[src/design/bfba_pkg.sv]
// Shared types and constants for the best-fit block allocator.
package bfba_pkg;
   localparam int MaxBlocksDefault = 64;
   localparam int AddrWidthDefault = 20;
   localparam int SizeWidth = 21;
   localparam int HdrWidth = 8;

   localparam logic [1:0] StOk    = 2'd0;
   localparam logic [1:0] StLimit = 2'd1;
   localparam logic [1:0] StFull  = 2'd2;
   localparam logic [1:0] StBad   = 2'd3;

   localparam logic CsrHeader = 1'b0;
   localparam logic CsrLimit  = 1'b1;

   typedef enum logic [3:0] {
      S_IDLE, S_HEAD, S_RD, S_WAIT, S_CHK, S_PICK, S_PICK_WAIT,
      S_SPLIT, S_APPEND, S_RESP
   } state_type;

   // controller to datapath
   typedef struct packed {
      logic load;
      logic place_head;
      logic walk_start;
      logic rd_issue;
      logic chk;
      logic rd_best;
      logic commit_best;
      logic commit_append;
      logic set_status;
      logic [1:0] status;
   } cmd_type;

   // datapath to controller
   typedef struct packed {
      logic is_release;
      logic started;
      logic head_fits;
      logic walk_done;
      logic hit;
      logic rel_bad;
      logic have_best;
      logic append_limit;
      logic table_full;
   } sts_type;
endpackage

[src/design/bfba_ram.sv]
// Generic simple dual-port RAM (one write port, one read port) with registered read.
module bfba_ram #(
   parameter int Width = 8,
   parameter int Depth = 64
) (
   input  logic                     clock,
   input  logic                     we,
   input  logic [$clog2(Depth)-1:0] waddr,
   input  logic [Width-1:0]         wdata,
   input  logic [$clog2(Depth)-1:0] raddr,
   output logic [Width-1:0]         rdata
);
   logic [Width-1:0] mem [Depth];
   always_ff @(posedge clock) begin
      if (we) mem[waddr] <= wdata;
      rdata <= mem[raddr];
   end
endmodule

[src/design/bfba_ctrl.sv]
// Controller state machine for the allocator.
module bfba_ctrl (
   input  logic              clock,
   input  logic              reset,
   input  logic              req_valid,
   output logic              req_ready,
   output logic              rsp_valid,
   input  logic              rsp_ready,
   input  bfba_pkg::sts_type sts,
   output bfba_pkg::cmd_type cmd
);
   import bfba_pkg::*;
   state_type state_ff, state_in;

   always_ff @(posedge clock) begin
      if (reset) state_ff <= S_IDLE;
      else state_ff <= state_in;
   end

   always_comb begin
      state_in = state_ff;
      case (state_ff)
         S_IDLE: if (req_valid) state_in = S_HEAD;
         S_HEAD: begin
            if (sts.is_release) state_in = sts.started ? S_RD : S_RESP;
            else if (!sts.started && !sts.head_fits) state_in = S_RESP;
            else state_in = S_RD;
         end
         S_RD: begin
            if (sts.walk_done) state_in = sts.is_release ? S_RESP : S_PICK;
            else state_in = S_WAIT;
         end
         S_WAIT: state_in = S_CHK;
         S_CHK: state_in = sts.hit ? S_RESP : S_RD;
         S_PICK: state_in = sts.have_best ? S_PICK_WAIT : S_APPEND;
         S_PICK_WAIT: state_in = S_SPLIT;
         S_SPLIT: state_in = S_RESP;
         S_APPEND: state_in = S_RESP;
         S_RESP: if (rsp_ready) state_in = S_IDLE;
         default: state_in = S_IDLE;
      endcase
   end

   always_comb begin
      cmd = '0;
      cmd.status = StOk;
      req_ready = (state_ff == S_IDLE);
      rsp_valid = (state_ff == S_RESP);
      case (state_ff)
         S_IDLE: cmd.load = req_valid;
         S_HEAD: begin
            cmd.walk_start = 1'b1;
            if (sts.is_release && !sts.started) begin
               cmd.set_status = 1'b1;
               cmd.status = StBad;
            end else if (!sts.is_release && !sts.started) begin
               if (sts.head_fits) cmd.place_head = 1'b1;
               else begin
                  cmd.set_status = 1'b1;
                  cmd.status = StLimit;
               end
            end
         end
         S_RD: begin
            cmd.rd_issue = !sts.walk_done;
            if (sts.walk_done && sts.is_release) begin
               cmd.set_status = 1'b1;
               cmd.status = StBad;
            end
         end
         S_CHK: begin
            cmd.chk = 1'b1;
            if (sts.hit) begin
               cmd.set_status = 1'b1;
               cmd.status = sts.rel_bad ? StBad : StOk;
            end
         end
         // hold the read address on the best entry until its data is in
         S_PICK, S_PICK_WAIT: cmd.rd_best = 1'b1;
         S_SPLIT: cmd.commit_best = 1'b1;
         S_APPEND: begin
            cmd.set_status = 1'b1;
            if (sts.append_limit) cmd.status = StLimit;
            else if (sts.table_full) cmd.status = StFull;
            else cmd.commit_append = 1'b1;
         end
         default: ;
      endcase
   end

   a_ready_idle: assert property (@(posedge clock) disable iff (reset)
      req_ready |-> !rsp_valid) else $error("ready while result pending");
   a_rsp_hold: assert property (@(posedge clock) disable iff (reset)
      rsp_valid && !rsp_ready |=> rsp_valid) else $error("result dropped");
   a_one_cmd: assert property (@(posedge clock) disable iff (reset)
      $onehot0({cmd.commit_best, cmd.commit_append, cmd.place_head}))
      else $error("conflicting commits");
endmodule

[src/design/bfba_dpath.sv]
// Datapath: block table memory, walk pointer, best-fit tracking, totals.
module bfba_dpath #(
   parameter int MaxBlocks = 64,
   parameter int AddrWidth = 20
) (
   input  logic                             clock,
   input  logic                             reset,
   input  logic                             csr_write,
   input  logic                             csr_index,
   input  logic [bfba_pkg::SizeWidth-1:0]   csr_data,
   input  logic                             req_action,
   input  logic [bfba_pkg::SizeWidth-1:0]   req_request_size,
   input  logic [AddrWidth-1:0]             req_release_address,
   input  bfba_pkg::cmd_type                cmd,
   output bfba_pkg::sts_type                sts,
   output logic [1:0]                       rsp_status,
   output logic [AddrWidth-1:0]             rsp_address,
   output logic [bfba_pkg::SizeWidth-1:0]   rsp_segment_total,
   output logic [bfba_pkg::SizeWidth-1:0]   rsp_free_total
);
   import bfba_pkg::*;
   localparam int IW = $clog2(MaxBlocks);
   localparam int CW = $clog2(MaxBlocks + 1);
   localparam int WW = SizeWidth + 2 > AddrWidth + 2 ? SizeWidth + 2 : AddrWidth + 2;
   localparam int EW = AddrWidth + SizeWidth + 1 + IW;
   localparam logic [WW-1:0] Span = WW'(1) << AddrWidth;

   logic [HdrWidth-1:0]  hdr_ff;
   logic [SizeWidth-1:0] limit_ff;
   logic                 action_ff;
   logic [SizeWidth-1:0] size_ff;
   logic [AddrWidth-1:0] rel_ff;
   logic [CW-1:0]        used_ff;
   logic [IW-1:0]        last_ff, cur_ff, best_ff, link_ff, head_link_ff;
   logic [SizeWidth-1:0] best_bytes_ff;
   logic                 have_best_ff, started_ff;
   logic [WW-1:0]        heap_end_ff;
   logic [SizeWidth-1:0] app_ff, freed_ff;
   logic [CW-1:0]        step_ff;
   logic [1:0]           status_ff;
   logic [AddrWidth-1:0] addr_ff;

   // table entry: start, bytes, free, link
   logic          we;
   logic [IW-1:0] waddr, raddr;
   logic [EW-1:0] wdata, rdata;
   logic [IW-1:0] rd_ptr;
   bfba_ram #(.Width(EW), .Depth(MaxBlocks)) u_table (
      .clock(clock), .we(we), .waddr(waddr), .wdata(wdata),
      .raddr(raddr), .rdata(rdata));

   logic [AddrWidth-1:0] e_start;
   logic [SizeWidth-1:0] e_bytes;
   logic                 e_free;
   logic [IW-1:0]        e_link;
   assign {e_start, e_bytes, e_free, e_link} = rdata;

   logic [WW-1:0] need, lim, rest;
   logic [AddrWidth-1:0] e_payload;
   assign need = WW'(size_ff) + WW'(hdr_ff);
   assign lim = (WW'(limit_ff) < Span) ? WW'(limit_ff) : Span;
   assign e_payload = AddrWidth'(WW'(e_start) + WW'(hdr_ff));
   assign rest = WW'(e_bytes) - need;

   logic fit_ok, exact;
   assign fit_ok = e_free && (WW'(e_bytes) >= need);
   assign exact = WW'(e_bytes) == need;

   // read the successor of the entry last visited
   assign rd_ptr = link_ff;
   always_comb begin
      raddr = rd_ptr;
      if (cmd.rd_best) raddr = best_ff;
   end

   logic split;
   assign split = (rest >= WW'(hdr_ff)) && (used_ff < CW'(MaxBlocks));

   always_comb begin
      sts.is_release = action_ff;
      sts.started = started_ff;
      sts.head_fits = WW'(hdr_ff) <= lim;
      sts.walk_done = (step_ff >= used_ff) || (cur_ff == last_ff);
      sts.hit = action_ff ? (e_payload == rel_ff) : (fit_ok && exact);
      sts.rel_bad = action_ff && e_free;
      sts.have_best = have_best_ff;
      sts.append_limit = heap_end_ff + need > lim;
      sts.table_full = used_ff >= CW'(MaxBlocks);
   end

   logic [IW-1:0] nb;
   assign nb = IW'(used_ff);

   // tail entry as last seen, rewritten with the new link on an append
   logic [EW-1:0] tail_ff;

   // second write: new split block or the old tail's link
   logic [EW-1:0] pend_ff;
   logic [IW-1:0] pend_addr_ff;
   logic          pend_ff_v;

   always_comb begin
      we = 1'b0; waddr = '0; wdata = '0;
      if (cmd.place_head) begin
         we = 1'b1; waddr = '0;
         wdata = {AddrWidth'(0), SizeWidth'(hdr_ff), 1'b0, IW'(0)};
      end else if (cmd.chk && sts.hit) begin
         we = !(action_ff && e_free); waddr = cur_ff;
         wdata = {e_start, e_bytes, action_ff, e_link};
      end else if (cmd.commit_best) begin
         we = 1'b1; waddr = best_ff;
         wdata = split ? {e_start, SizeWidth'(need), 1'b0, nb}
                       : {e_start, e_bytes, 1'b0, e_link};
      end else if (cmd.commit_append) begin
         we = 1'b1; waddr = nb;
         wdata = {AddrWidth'(heap_end_ff), SizeWidth'(need), 1'b0, IW'(0)};
      end else if (pend_ff_v) begin
         we = 1'b1; waddr = pend_addr_ff;
         wdata = pend_ff;
      end
   end

   always_ff @(posedge clock) begin
      if (cmd.load) begin
         action_ff <= req_action;
         size_ff <= req_request_size;
         rel_ff <= req_release_address;
         status_ff <= StOk;
         addr_ff <= '0;
      end
      if (cmd.walk_start) begin
         cur_ff <= '0;
         link_ff <= cmd.place_head ? '0 : head_link_ff;
         step_ff <= '0;
         have_best_ff <= 1'b0;
      end
      if (cmd.rd_issue) begin
         cur_ff <= rd_ptr;
         step_ff <= step_ff + CW'(1);
      end
      if (cmd.chk) begin
         link_ff <= (CW'(e_link) < CW'(MaxBlocks)) ? e_link : '0;
         if (!action_ff && fit_ok && !exact &&
             (!have_best_ff || e_bytes < best_bytes_ff)) begin
            have_best_ff <= 1'b1;
            best_ff <= cur_ff;
            best_bytes_ff <= e_bytes;
         end
      end
      if (cmd.set_status) status_ff <= cmd.status;
      if (cmd.chk && sts.hit && !action_ff) addr_ff <= e_payload;
      if (cmd.commit_best) addr_ff <= e_payload;
      if (cmd.commit_append)
         addr_ff <= AddrWidth'(heap_end_ff + WW'(hdr_ff));
      if (cmd.commit_best && split) begin
         pend_addr_ff <= nb;
         pend_ff <= {AddrWidth'(WW'(e_start) + need), SizeWidth'(rest), 1'b1, e_link};
      end
      if (cmd.commit_append) begin
         pend_addr_ff <= last_ff;
         pend_ff <= {tail_ff[EW-1:IW], nb};
      end

      if (reset) begin
         hdr_ff <= HdrWidth'(40);
         limit_ff <= SizeWidth'(1048576);
         used_ff <= '0;
         last_ff <= '0;
         heap_end_ff <= '0;
         started_ff <= 1'b0;
         app_ff <= '0;
         freed_ff <= '0;
         pend_ff_v <= 1'b0;
      end else begin
         if (csr_write) begin
            if (csr_index == CsrHeader) hdr_ff <= csr_data[HdrWidth-1:0];
            else limit_ff <= csr_data;
         end
         pend_ff_v <= (cmd.commit_best && split) || cmd.commit_append;
         if (cmd.place_head) begin
            used_ff <= CW'(1);
            last_ff <= '0;
            heap_end_ff <= WW'(hdr_ff);
            started_ff <= 1'b1;
         end
         if (cmd.chk && sts.hit) begin
            if (!action_ff) freed_ff <= freed_ff - e_bytes;
            else if (!e_free) freed_ff <= freed_ff + e_bytes;
         end
         if (cmd.commit_best) begin
            if (split) begin
               used_ff <= used_ff + CW'(1);
               if (last_ff == best_ff) last_ff <= nb;
               freed_ff <= freed_ff - SizeWidth'(need);
            end else freed_ff <= freed_ff - e_bytes;
         end
         if (cmd.commit_append) begin
            used_ff <= used_ff + CW'(1);
            last_ff <= nb;
            heap_end_ff <= heap_end_ff + need;
            app_ff <= app_ff + SizeWidth'(need);
         end
      end
   end

   // an append walks to the tail first, so the tail entry is captured here
   always_ff @(posedge clock) begin
      if (cmd.chk && cur_ff == last_ff) tail_ff <= rdata;
      if (cmd.place_head) begin
         tail_ff <= {AddrWidth'(0), SizeWidth'(hdr_ff), 1'b0, IW'(0)};
         head_link_ff <= '0;
      end
      if (cmd.commit_append && last_ff == '0) head_link_ff <= nb;
   end

   assign rsp_status = status_ff;
   assign rsp_address = (status_ff == StOk && !action_ff) ? addr_ff : '0;
   assign rsp_segment_total = app_ff;
   assign rsp_free_total = freed_ff;

   a_used_bound: assert property (@(posedge clock) disable iff (reset)
      used_ff <= CW'(MaxBlocks)) else $error("block count overflow");
   a_head_first: assert property (@(posedge clock) disable iff (reset)
      cmd.commit_append |-> started_ff) else $error("append before head");
   a_last_range: assert property (@(posedge clock) disable iff (reset)
      CW'(last_ff) < used_ff || used_ff == '0) else $error("tail out of table");
endmodule

[src/design/best_fit_block_allocator_unit.sv]
// Top level of the best-fit block allocator.
// channel | direction | handshake             | payload
// req     | in        | req_valid / req_ready | action, request_size, release_address
// rsp     | out       | rsp_valid / rsp_ready | status, address, segment/free totals
// csr     | in        | csr_write             | csr_index, csr_data
// One transaction at a time; an allocate walks the block list entry by entry through
// the table RAM read port. A release stops at its matching entry. Reset is
// synchronous and clears control state; the table needs no clearing. A stalled
// result holds until taken.
module best_fit_block_allocator_unit #(
   parameter int MaxBlocks = bfba_pkg::MaxBlocksDefault,
   parameter int AddrWidth = bfba_pkg::AddrWidthDefault
) (
   input  logic                           clock,
   input  logic                           reset,
   input  logic                           csr_write,
   input  logic                           csr_index,
   input  logic [bfba_pkg::SizeWidth-1:0] csr_data,
   input  logic                           req_valid,
   output logic                           req_ready,
   input  logic                           req_action,
   input  logic [bfba_pkg::SizeWidth-1:0] req_request_size,
   input  logic [AddrWidth-1:0]           req_release_address,
   output logic                           rsp_valid,
   input  logic                           rsp_ready,
   output logic [1:0]                     rsp_status,
   output logic [AddrWidth-1:0]           rsp_address,
   output logic [bfba_pkg::SizeWidth-1:0] rsp_segment_total,
   output logic [bfba_pkg::SizeWidth-1:0] rsp_free_total
);
   import bfba_pkg::*;
   cmd_type cmd;
   sts_type sts;

   bfba_ctrl u_ctrl (
      .clock(clock), .reset(reset), .req_valid(req_valid), .req_ready(req_ready),
      .rsp_valid(rsp_valid), .rsp_ready(rsp_ready), .sts(sts), .cmd(cmd));

   bfba_dpath #(.MaxBlocks(MaxBlocks), .AddrWidth(AddrWidth)) u_dpath (
      .clock(clock), .reset(reset), .csr_write(csr_write), .csr_index(csr_index),
      .csr_data(csr_data), .req_action(req_action),
      .req_request_size(req_request_size),
      .req_release_address(req_release_address), .cmd(cmd), .sts(sts),
      .rsp_status(rsp_status), .rsp_address(rsp_address),
      .rsp_segment_total(rsp_segment_total), .rsp_free_total(rsp_free_total));
endmodule
[config.mk]
export PLATFORM = sky130hd
export DESIGN_NAME = best_fit_block_allocator_unit
export DESIGN_NICKNAME = d
export VERILOG_FILES = /design/src/design/bfba_pkg.sv /design/src/design/bfba_ram.sv /design/src/design/bfba_ctrl.sv /design/src/design/bfba_dpath.sv /design/src/design/best_fit_block_allocator_unit.sv
export SDC_FILE = /design/constraint.sdc
export NUM_CORES = 2
export LEC_CHECK = 0
export BUFFER_PORTS_ARGS = -buffer_cell sky130_fd_sc_hd__buf_2
export CAP_MARGIN = 20
export CORE_UTILIZATION = 45
export CTS_CLUSTER_SIZE = 16
export DETAILED_ROUTE_END_ITERATION = 7
export HOLD_SLACK_MARGIN = 0.05
export SKIP_CTS_REPAIR_TIMING = 1
export SLEW_MARGIN = 20
export SYNTH_ARGS = -nofsm -noshare
export SYNTH_HDL_FRONTEND = slang
export SYNTH_SLANG_ARGS = --single-unit
[constraint.sdc]
create_clock -name clock -period 13.8 [get_ports clock]
set_clock_uncertainty 0.1 [all_clocks]
set_input_delay 0.69 -clock clock [delete_from_list [all_inputs] [get_ports clock]]
set_output_delay 0.69 -clock clock [all_outputs]
set_load 0.02 [all_outputs]
## Word level (Yosys, flattened, before mapping)

Memories as Yosys holds them, arrays and structs flattened. A register that Yosys moved wholly into a read port is not among the register bits.
Index checks and enable logic that the tools add are counted.

| operators by class | value |
|---|---|
| add/subtract/negate cells | 12 |
| $mul | 0 |
| divide/modulo/power cells | 0 |
| order comparisons | 9 |
| equal/unequal tests | 16 |
| shifts and indexed selects | 0 |
| mux-type cells | 92 |
| bitwise logic cells | 1 |
| reduce and logical (&&, ||, !) cells | 45 |

Operators by type and width:

| kind | count |
|---|---|
| 2-to-1 mux 48 bit | 7 |
| 2-to-1 mux 21 bit | 6 |
| 2-to-1 mux 6 bit | 19 |
| 2-to-1 mux 20 bit | 5 |
| 2-to-1 mux 23 bit | 2 |
| adder 21 bit | 2 |
| 2-to-1 mux 7 bit | 6 |
| subtractor 21 bit | 2 |
| adder 20 x 8 -> 20 bit | 2 |
| 2-to-1 mux 4 bit | 9 |
| case mux 4 bit (9 select lines) | 1 |
| 2-to-1 mux 15 bit | 2 |
| 2-to-1 mux 28 bit | 1 |
| adder 23 x 22 -> 23 bit | 1 |
| >= comparator 23 x 8 -> 1 bit | 1 |
| > comparator 23 bit | 1 |
| <= comparator 8 x 23 -> 1 bit | 1 |
| subtractor 21 x 22 -> 23 bit | 1 |
| adder 21 x 8 -> 22 bit | 1 |
| == test 21 x 22 -> 1 bit | 1 |
| >= comparator 21 x 22 -> 1 bit | 1 |
| 2-to-1 mux 1 bit | 22 |
| < comparator 21 bit | 1 |
| < comparator 21 bit (second input constant) | 1 |
| other kinds (28) | 79 |

| word-level totals | value |
|---|---|
| register bits | 332 |
| bits in latches | 0 |
| RAM bits | 3,072 |
| memory bits (read-only) | 0 |
| input port bits | 69 |
| output and inout port bits | 66 |
| word-level logic and storage cells | 202 |
| memories | 1 |

Memories:

| memory | words | width | rd ports | clocked after Yosys merged registers in | write ports | line | text |
|---|---|---|---|---|---|---|---|
| u_dpath.u_table.mem | 64 | 48 | 1 | 1 | 1 | bfba_ram.sv:13 | `logic [Width-1:0] mem [Depth];` |

## Longest topological paths before layout

| depth | value |
|---|---|
| depth in word-level cells | 12 |
| depth in mapped cells | 38 |
| gate-level depth less buffers | 35 |

## Modules after synthesis

Synthesis repeated with hierarchy kept, for this count alone.

| unflattened totals | value |
|---|---|
| cells, all modules | 7,912 |
| area total of the unflattened synthesis | 142,482.9 um2 |

By module, submodules not included:

| module | instances | cells an instance | area an instance (um2) | seq. area each (um2) |
|---|---|---|---|---|
| bfba_ram | 1 | 4,970 | 117,117.3 | 93,209.4 |
| bfba_dpath | 1 | 2,876 | 24,868.9 | 8,167.8 |
| bfba_ctrl | 1 | 66 | 496.7 | 80.1 |

## Worst setup path before layout

Ideal clock, no wire load.

| timing path | value |
|---|---|
| path type | register to register |
| start point | reg u_dpath.hdr_ff[0] |
| end point | mem u_dpath.u_table.mem[0][23] (netlist name), data pin |
| library setup time | 702 ps |
| data arrival time | 9,030 ps |
| required time | 12,998 ps |
| path slack | 3,968 ps |
| cell stages (with the launch flop) | 35 |
| buffers on the path | 2 |
| period minus slack after synthesis | 9,832 ps |
| cells stage by stage | dfxtp_1 -> ha_1 -> inv_1 -> fa_1 -> nor2b_1 -> o21ai_0 -> a21oi_1 -> o21ai_0 -> a21boi_0 -> o21a_1 -> nor2_1 -> nor2_1 -> nand3_1 -> xor2_1 -> inv_1 -> ha_1 -> a21oi_1 -> inv_1 -> a2111oi_0 -> inv_1 -> o21ai_0 -> nand2b_1 -> a21o_1 -> a21oi_1 -> xnor2_1 -> ha_1 -> o21ai_0 -> a21oi_1 -> o31ai_1 -> nand3_1 -> nor4_1 -> nor2_2 -> clkbuf_1 -> buf_2 -> o21ai_0 |

| on the way | value |
|---|---|
| longest elaborated chain between the ends | 9 |
| elaborated cells between the ends (all ways) | 26 |
| classes of those cells | add/sub: 4; order compare: 4; eq/ne: 2; mux: 12; reduce/logical: 4 |

RTL lines:

| what | line | text |
|---|---|---|
| start: declaration | bfba_dpath.sv:28 | `logic [HdrWidth-1:0] hdr_ff;` |
| start signal: assignment | bfba_dpath.sv:165 | `hdr_ff <= HdrWidth'(40);` |
| start signal: assignment | bfba_dpath.sv:176 | `if (csr_index == CsrHeader) hdr_ff <= csr_data[HdrWidth-1:0];` |
| adder 21 x 8 -> 22 bit | bfba_dpath.sv:60 | `assign need = WW'(size_ff) + WW'(hdr_ff);` |
| adder 23 x 22 -> 23 bit | bfba_dpath.sv:87 | `sts.append_limit = heap_end_ff + need > lim;` |
| > comparator 23 bit | bfba_dpath.sv:87 |  |
| 2-to-1 mux 1 bit | bfba_ctrl.sv:83 | `if (sts.append_limit) cmd.status = StLimit;` |
| 2-to-1 mux 1 bit | bfba_ctrl.sv:49 | `case (state_ff)` |
| 2-to-1 mux 48 bit | bfba_dpath.sv:114 | `end else if (cmd.commit_append) begin` |
| 2-to-1 mux 48 bit | bfba_dpath.sv:110 | `end else if (cmd.commit_best) begin` |
| 2-to-1 mux 48 bit | bfba_dpath.sv:107 | `end else if (cmd.chk && sts.hit) begin` |
| 2-to-1 mux 48 bit (*) | bfba_dpath.sv:104 | `if (cmd.place_head) begin` |
| net u_dpath.u_table.wdata[23] | bfba_ram.sv:9 | `input logic [Width-1:0] wdata,` |
| end: declaration | bfba_ram.sv:13 |  |

Mark *: on every way through the listed nets, which the timed path passes. The rest lies on a longest branch.

## Worst setup path after layout

| timing path | value |
|---|---|
| start point | reg u_dpath.hdr_ff[1] |
| end point | mem u_dpath.u_table.mem[12][21] (netlist name), enable pin |

| on the way | value |
|---|---|
| longest elaborated chain between the ends | 11 |
| elaborated cells between the ends (all ways) | 28 |
| classes of those cells | add/sub: 3; order compare: 3; eq/ne: 2; mux: 17; reduce/logical: 3 |

RTL lines:

| what | line | text |
|---|---|---|
| adder 21 x 8 -> 22 bit | bfba_dpath.sv:60 |  |
| adder 23 x 22 -> 23 bit | bfba_dpath.sv:87 |  |
| > comparator 23 bit | bfba_dpath.sv:87 |  |
| 2-to-1 mux 1 bit | bfba_ctrl.sv:83 |  |
| 2-to-1 mux 1 bit | bfba_ctrl.sv:49 |  |
| 2-to-1 mux 1 bit | bfba_dpath.sv:114 |  |
| 2-to-1 mux 1 bit | bfba_dpath.sv:110 |  |
| 2-to-1 mux 1 bit | bfba_dpath.sv:107 |  |
| 2-to-1 mux 1 bit | bfba_dpath.sv:104 |  |
| 2-to-1 mux 1 bit | bfba_ram.sv:15 | `if (we) mem[waddr] <= wdata;` |
| 2-to-1 mux 1 bit (not written as such) | bfba_ram.sv:15 |  |

Several ways; a longest one is shown, not always the timed one.

==> run summary <==
status: finished, final reports clean
WL/cell: 31.87 um
number of synthesized flops with an enable pin: 3244
Die Width: 567.2 um
Leak: 52.34 nW
Setup CP Type: register to register
root buf cell: clkbuf_16
Crit path largest cell delay: 1.00 ns
Compound-Gate Fraction of Synth Area: 6.321%
drc violations: 0
layout cell share with drive strength beyond 1: 20.27%
Via density: 6.225
TritonCTS clock tree: built
Clk pwr share: 27.9%
met2 GRT Util: 39.87%
Final period util: 82.91%
mapped cell area: 0.1438 mm^2
Tmin final: 11.44 ns
CP Data Arrival Time: 11.97 ns
Sw Ratio: 35.85%
Hold Violations, Final: 0
crit path max fanout: 30
CTS sink count: 3446
post-synth cell types: 96
Tot GR Track Use: 25.99%
Remaining Overflow, GRT: 0
Reg power frac: 37.5%
Synth Area in Adders: 2.202%
vias post-DR: 82.96k
Slew Viols, Final: 0
vias in the first global route: 80.41k
Setup TNS: 0 ns
Detail Placement HPWL: 259300 um
FMAX: 0.08741 GHz
post-route antenna net violation count: 0
number of port buffers: 134
Post-Route WL: 424700 um
FF-to-FF End: u_dpath.u_table.mem[12][21]
post-synthesis async set-or-reset flop share: 0%
Crit. End Element: register
R2R Setup Slk: 2.36 ns
register area share after synthesis: 70.57%
Slowest-stage cell, CP: nor2b_4
Place WS: 2.580 ns
P per Cell Area: 206.6 mW/mm^2
GPL Wtd Cong: 0.9165
Worst EP required: 14.33 ns
met3 GRT Util: 4.322%
most frequent cells in the layout: 3244 x edfxtp_1, 872 x nand2_1, 768 x mux4_2
synthesized instance count: 8484
initial core utilization: 45.24%
worst setup path startpoint: u_dpath.hdr_ff[1]
htree depth: 5
xor/xnor share of the synthesized area: 1.225%
clock buffer depth: 4
Core Rows: 207
syn_nets: 8800
Worst Tran Pin Value: 1.299 ns
main combinational cell family by area after synthesis: multiplexers
CTS buffer count: 360
startpoint types: register
Switch Pwr: 12.10 mW
global-route track usage on met1: 37.47%
Simple-Gate Fraction of Synth Area: 5.774%
PnR worst setup slack: 2.359 ns
clk_lat worst skew: 0.96 ns
CTS clk-pin slew, worst paths: 0.06 ns
Pre-antenna DRT Iters: 6
IO Count: 135
Die ar.: 0.3217 mm^2
area of the core: 0.3178 mm^2
post-route cell area: 0.1633 mm^2
Post-Layout Cell Count: 13.33k
Max Cap Viol: 0
area grow syn2layout: 13.62%
Yosys reg bits: 3446
RSZ-0062 raised after global routing: no
YS warnings: 0
global-route wire length before repair: 601700 um
fraction of synthesized area in multiplexers: 12.23%
most common cell after layout, fill and taps aside: edfxtp_1
FF-to-FF path depth: 34
Die H: 567.2 um
fin nets: 9154
internal power: 21.65 mW
Worst R2R Start: u_dpath.hdr_ff[1]
combinational share of power: 34.6%
pin count of the biggest net entering global routing: 129
post-synthesis average cell area: 16.95 um^2
Post-Place Cells: 12.59k
Placement Cell Area: 0.1512 mm^2
worst setup path endpoint: u_dpath.u_table.mem[12][21]
relative slew slack: 13.43%
busiest layer in global routing: met2
Most used DFF post-synth: edfxtp_1
initial DRC count: 10.23k
Final setup viols: 0
Max IR drop VDD: 0.1508 mV
worst min path class: input pin to register
initial antenna violation count: 25
Tot Pwr: 33.75 mW
flip-flops by register name (all words and copies together) (netlist names), 20 cells and up:
register / count
u_dpath.rel_ff: 20
u_dpath.u_table.mem: 3072
u_dpath.rsp_free_total: 21
u_dpath.pend_ff: 48
u_dpath.best_bytes_ff: 21
u_dpath.rsp_segment_total: 21
u_dpath.tail_ff: 42
u_dpath.heap_end_ff: 23
u_dpath.size_ff: 21
u_dpath.addr_ff: 20
u_dpath.u_table.rdata: 48
u_dpath.limit_ff: 21
metrics by stage:
step | hold WS (ns) | util, %
after detailed placement | 0.3476 | 47.58
after global placement | 0.3393 | 47.57
final | 0.09273 | 51.40
after CTS | -0.2243 | 51.16
after global routing | 0.08899 | 51.39
after floorplan | 0.3312 | -
logic make-up (layout without fill, tap and decap cells):
group | Yosys count | after routing
and+or+nand+nor | 1799 | 1799
AOI/OAI and AO/OA | 1378 | 1378
DFF | 3446 | 3446
buffers and inverters | 620 | 1269
adders and majority gates | 247 | 247
other | 0 | 14
muxes | 796 | 796
xor gates and xnor gates | 198 | 198
synth_stat cells (73+ instances only):
cell type | instances | share of area (%)
a211oi_1 | 264 | 1.4
a21oi_1 | 377 | 1.3
a311oi_1 | 104 | 0.63
a31oi_1 | 119 | 0.52
and2_1 | 224 | 0.97
buf_1 | 82 | 0.21
clkbuf_1 | 332 | 0.87
dfxtp_1 | 202 | 2.8
edfxtp_1 | 3244 | 68
ha_1 | 237 | 2.1
inv_1 | 146 | 0.38
mux4_2 | 768 | 12
nand2_1 | 875 | 2.3
nand3_1 | 113 | 0.39
nor2_1 | 261 | 0.68
nor3_1 | 73 | 0.25
o21ai_0 | 192 | 0.67
xnor2_1 | 124 | 0.76
layer usage:
metal | up-vias | wire length [um]
met4 | 2 | 17800
met2 | 4183 | 194600
met3 | 671 | 37580
met1 | 43460 | 174700
li1 | 34641 | -
met5 | - | 13
power by group through the flow:
stage	Clock, mW	Combinational, mW	Sequential (mW)
after floorplan	0	7.18	12.6
after global placement	0	11.5	12.9
after detailed placement	0	11.6	12.9
after CTS	9.57	11.6	12.6
after global routing	9.95	12.3	12.7
final	9.43	11.7	12.7
critical path, delay by kind of cell (launching register included):
| kind | cells | cell delay (ns) |
|---|---|---|
| buf+inv | 5 | 1.03 |
| compound gates | 15 | 4.09 |
| flops | 1 | 0.52 |
| fa+ha+maj | 3 | 1.19 |
| simple gates | 9 | 3.22 |
| xor+xnor | 2 | 0.98 |
worst min-delay path by stage:
stage	startpoint	end	slack (ns)	cells past startpoint
4_1_cts	req_action	u_dpath.action_ff	-0.22	1
3_5_place_dp	u_dpath.limit_ff[0]	u_dpath.limit_ff[0]	0.35	2
5_1_grt	reset	u_dpath.hdr_ff[4]	0.09	2
3_3_place_gp	u_dpath.tail_ff[6]	u_dpath.tail_ff[6]	0.34	2
2_1_floorplan	u_dpath.tail_ff[6]	u_dpath.tail_ff[6]	0.33	2
6_report	rsp_ready	u_ctrl.state_ff[0]	0.09	3
cell type report:
class | count | area [um^2]
inverters | 148 | 555.5
clock inverters | 209 | 1828
repair buffers | 464 | 3667
clock buffers | 448 | 9537
diodes | 14 | 35.03
flip-flops and latches | 3446 | 101500
multi-input cells | 4418 | 41040
well taps | 4180 | 5230
fillers | 25455 | 154400
No activity file was read; power rests on OpenSTA's default activity.
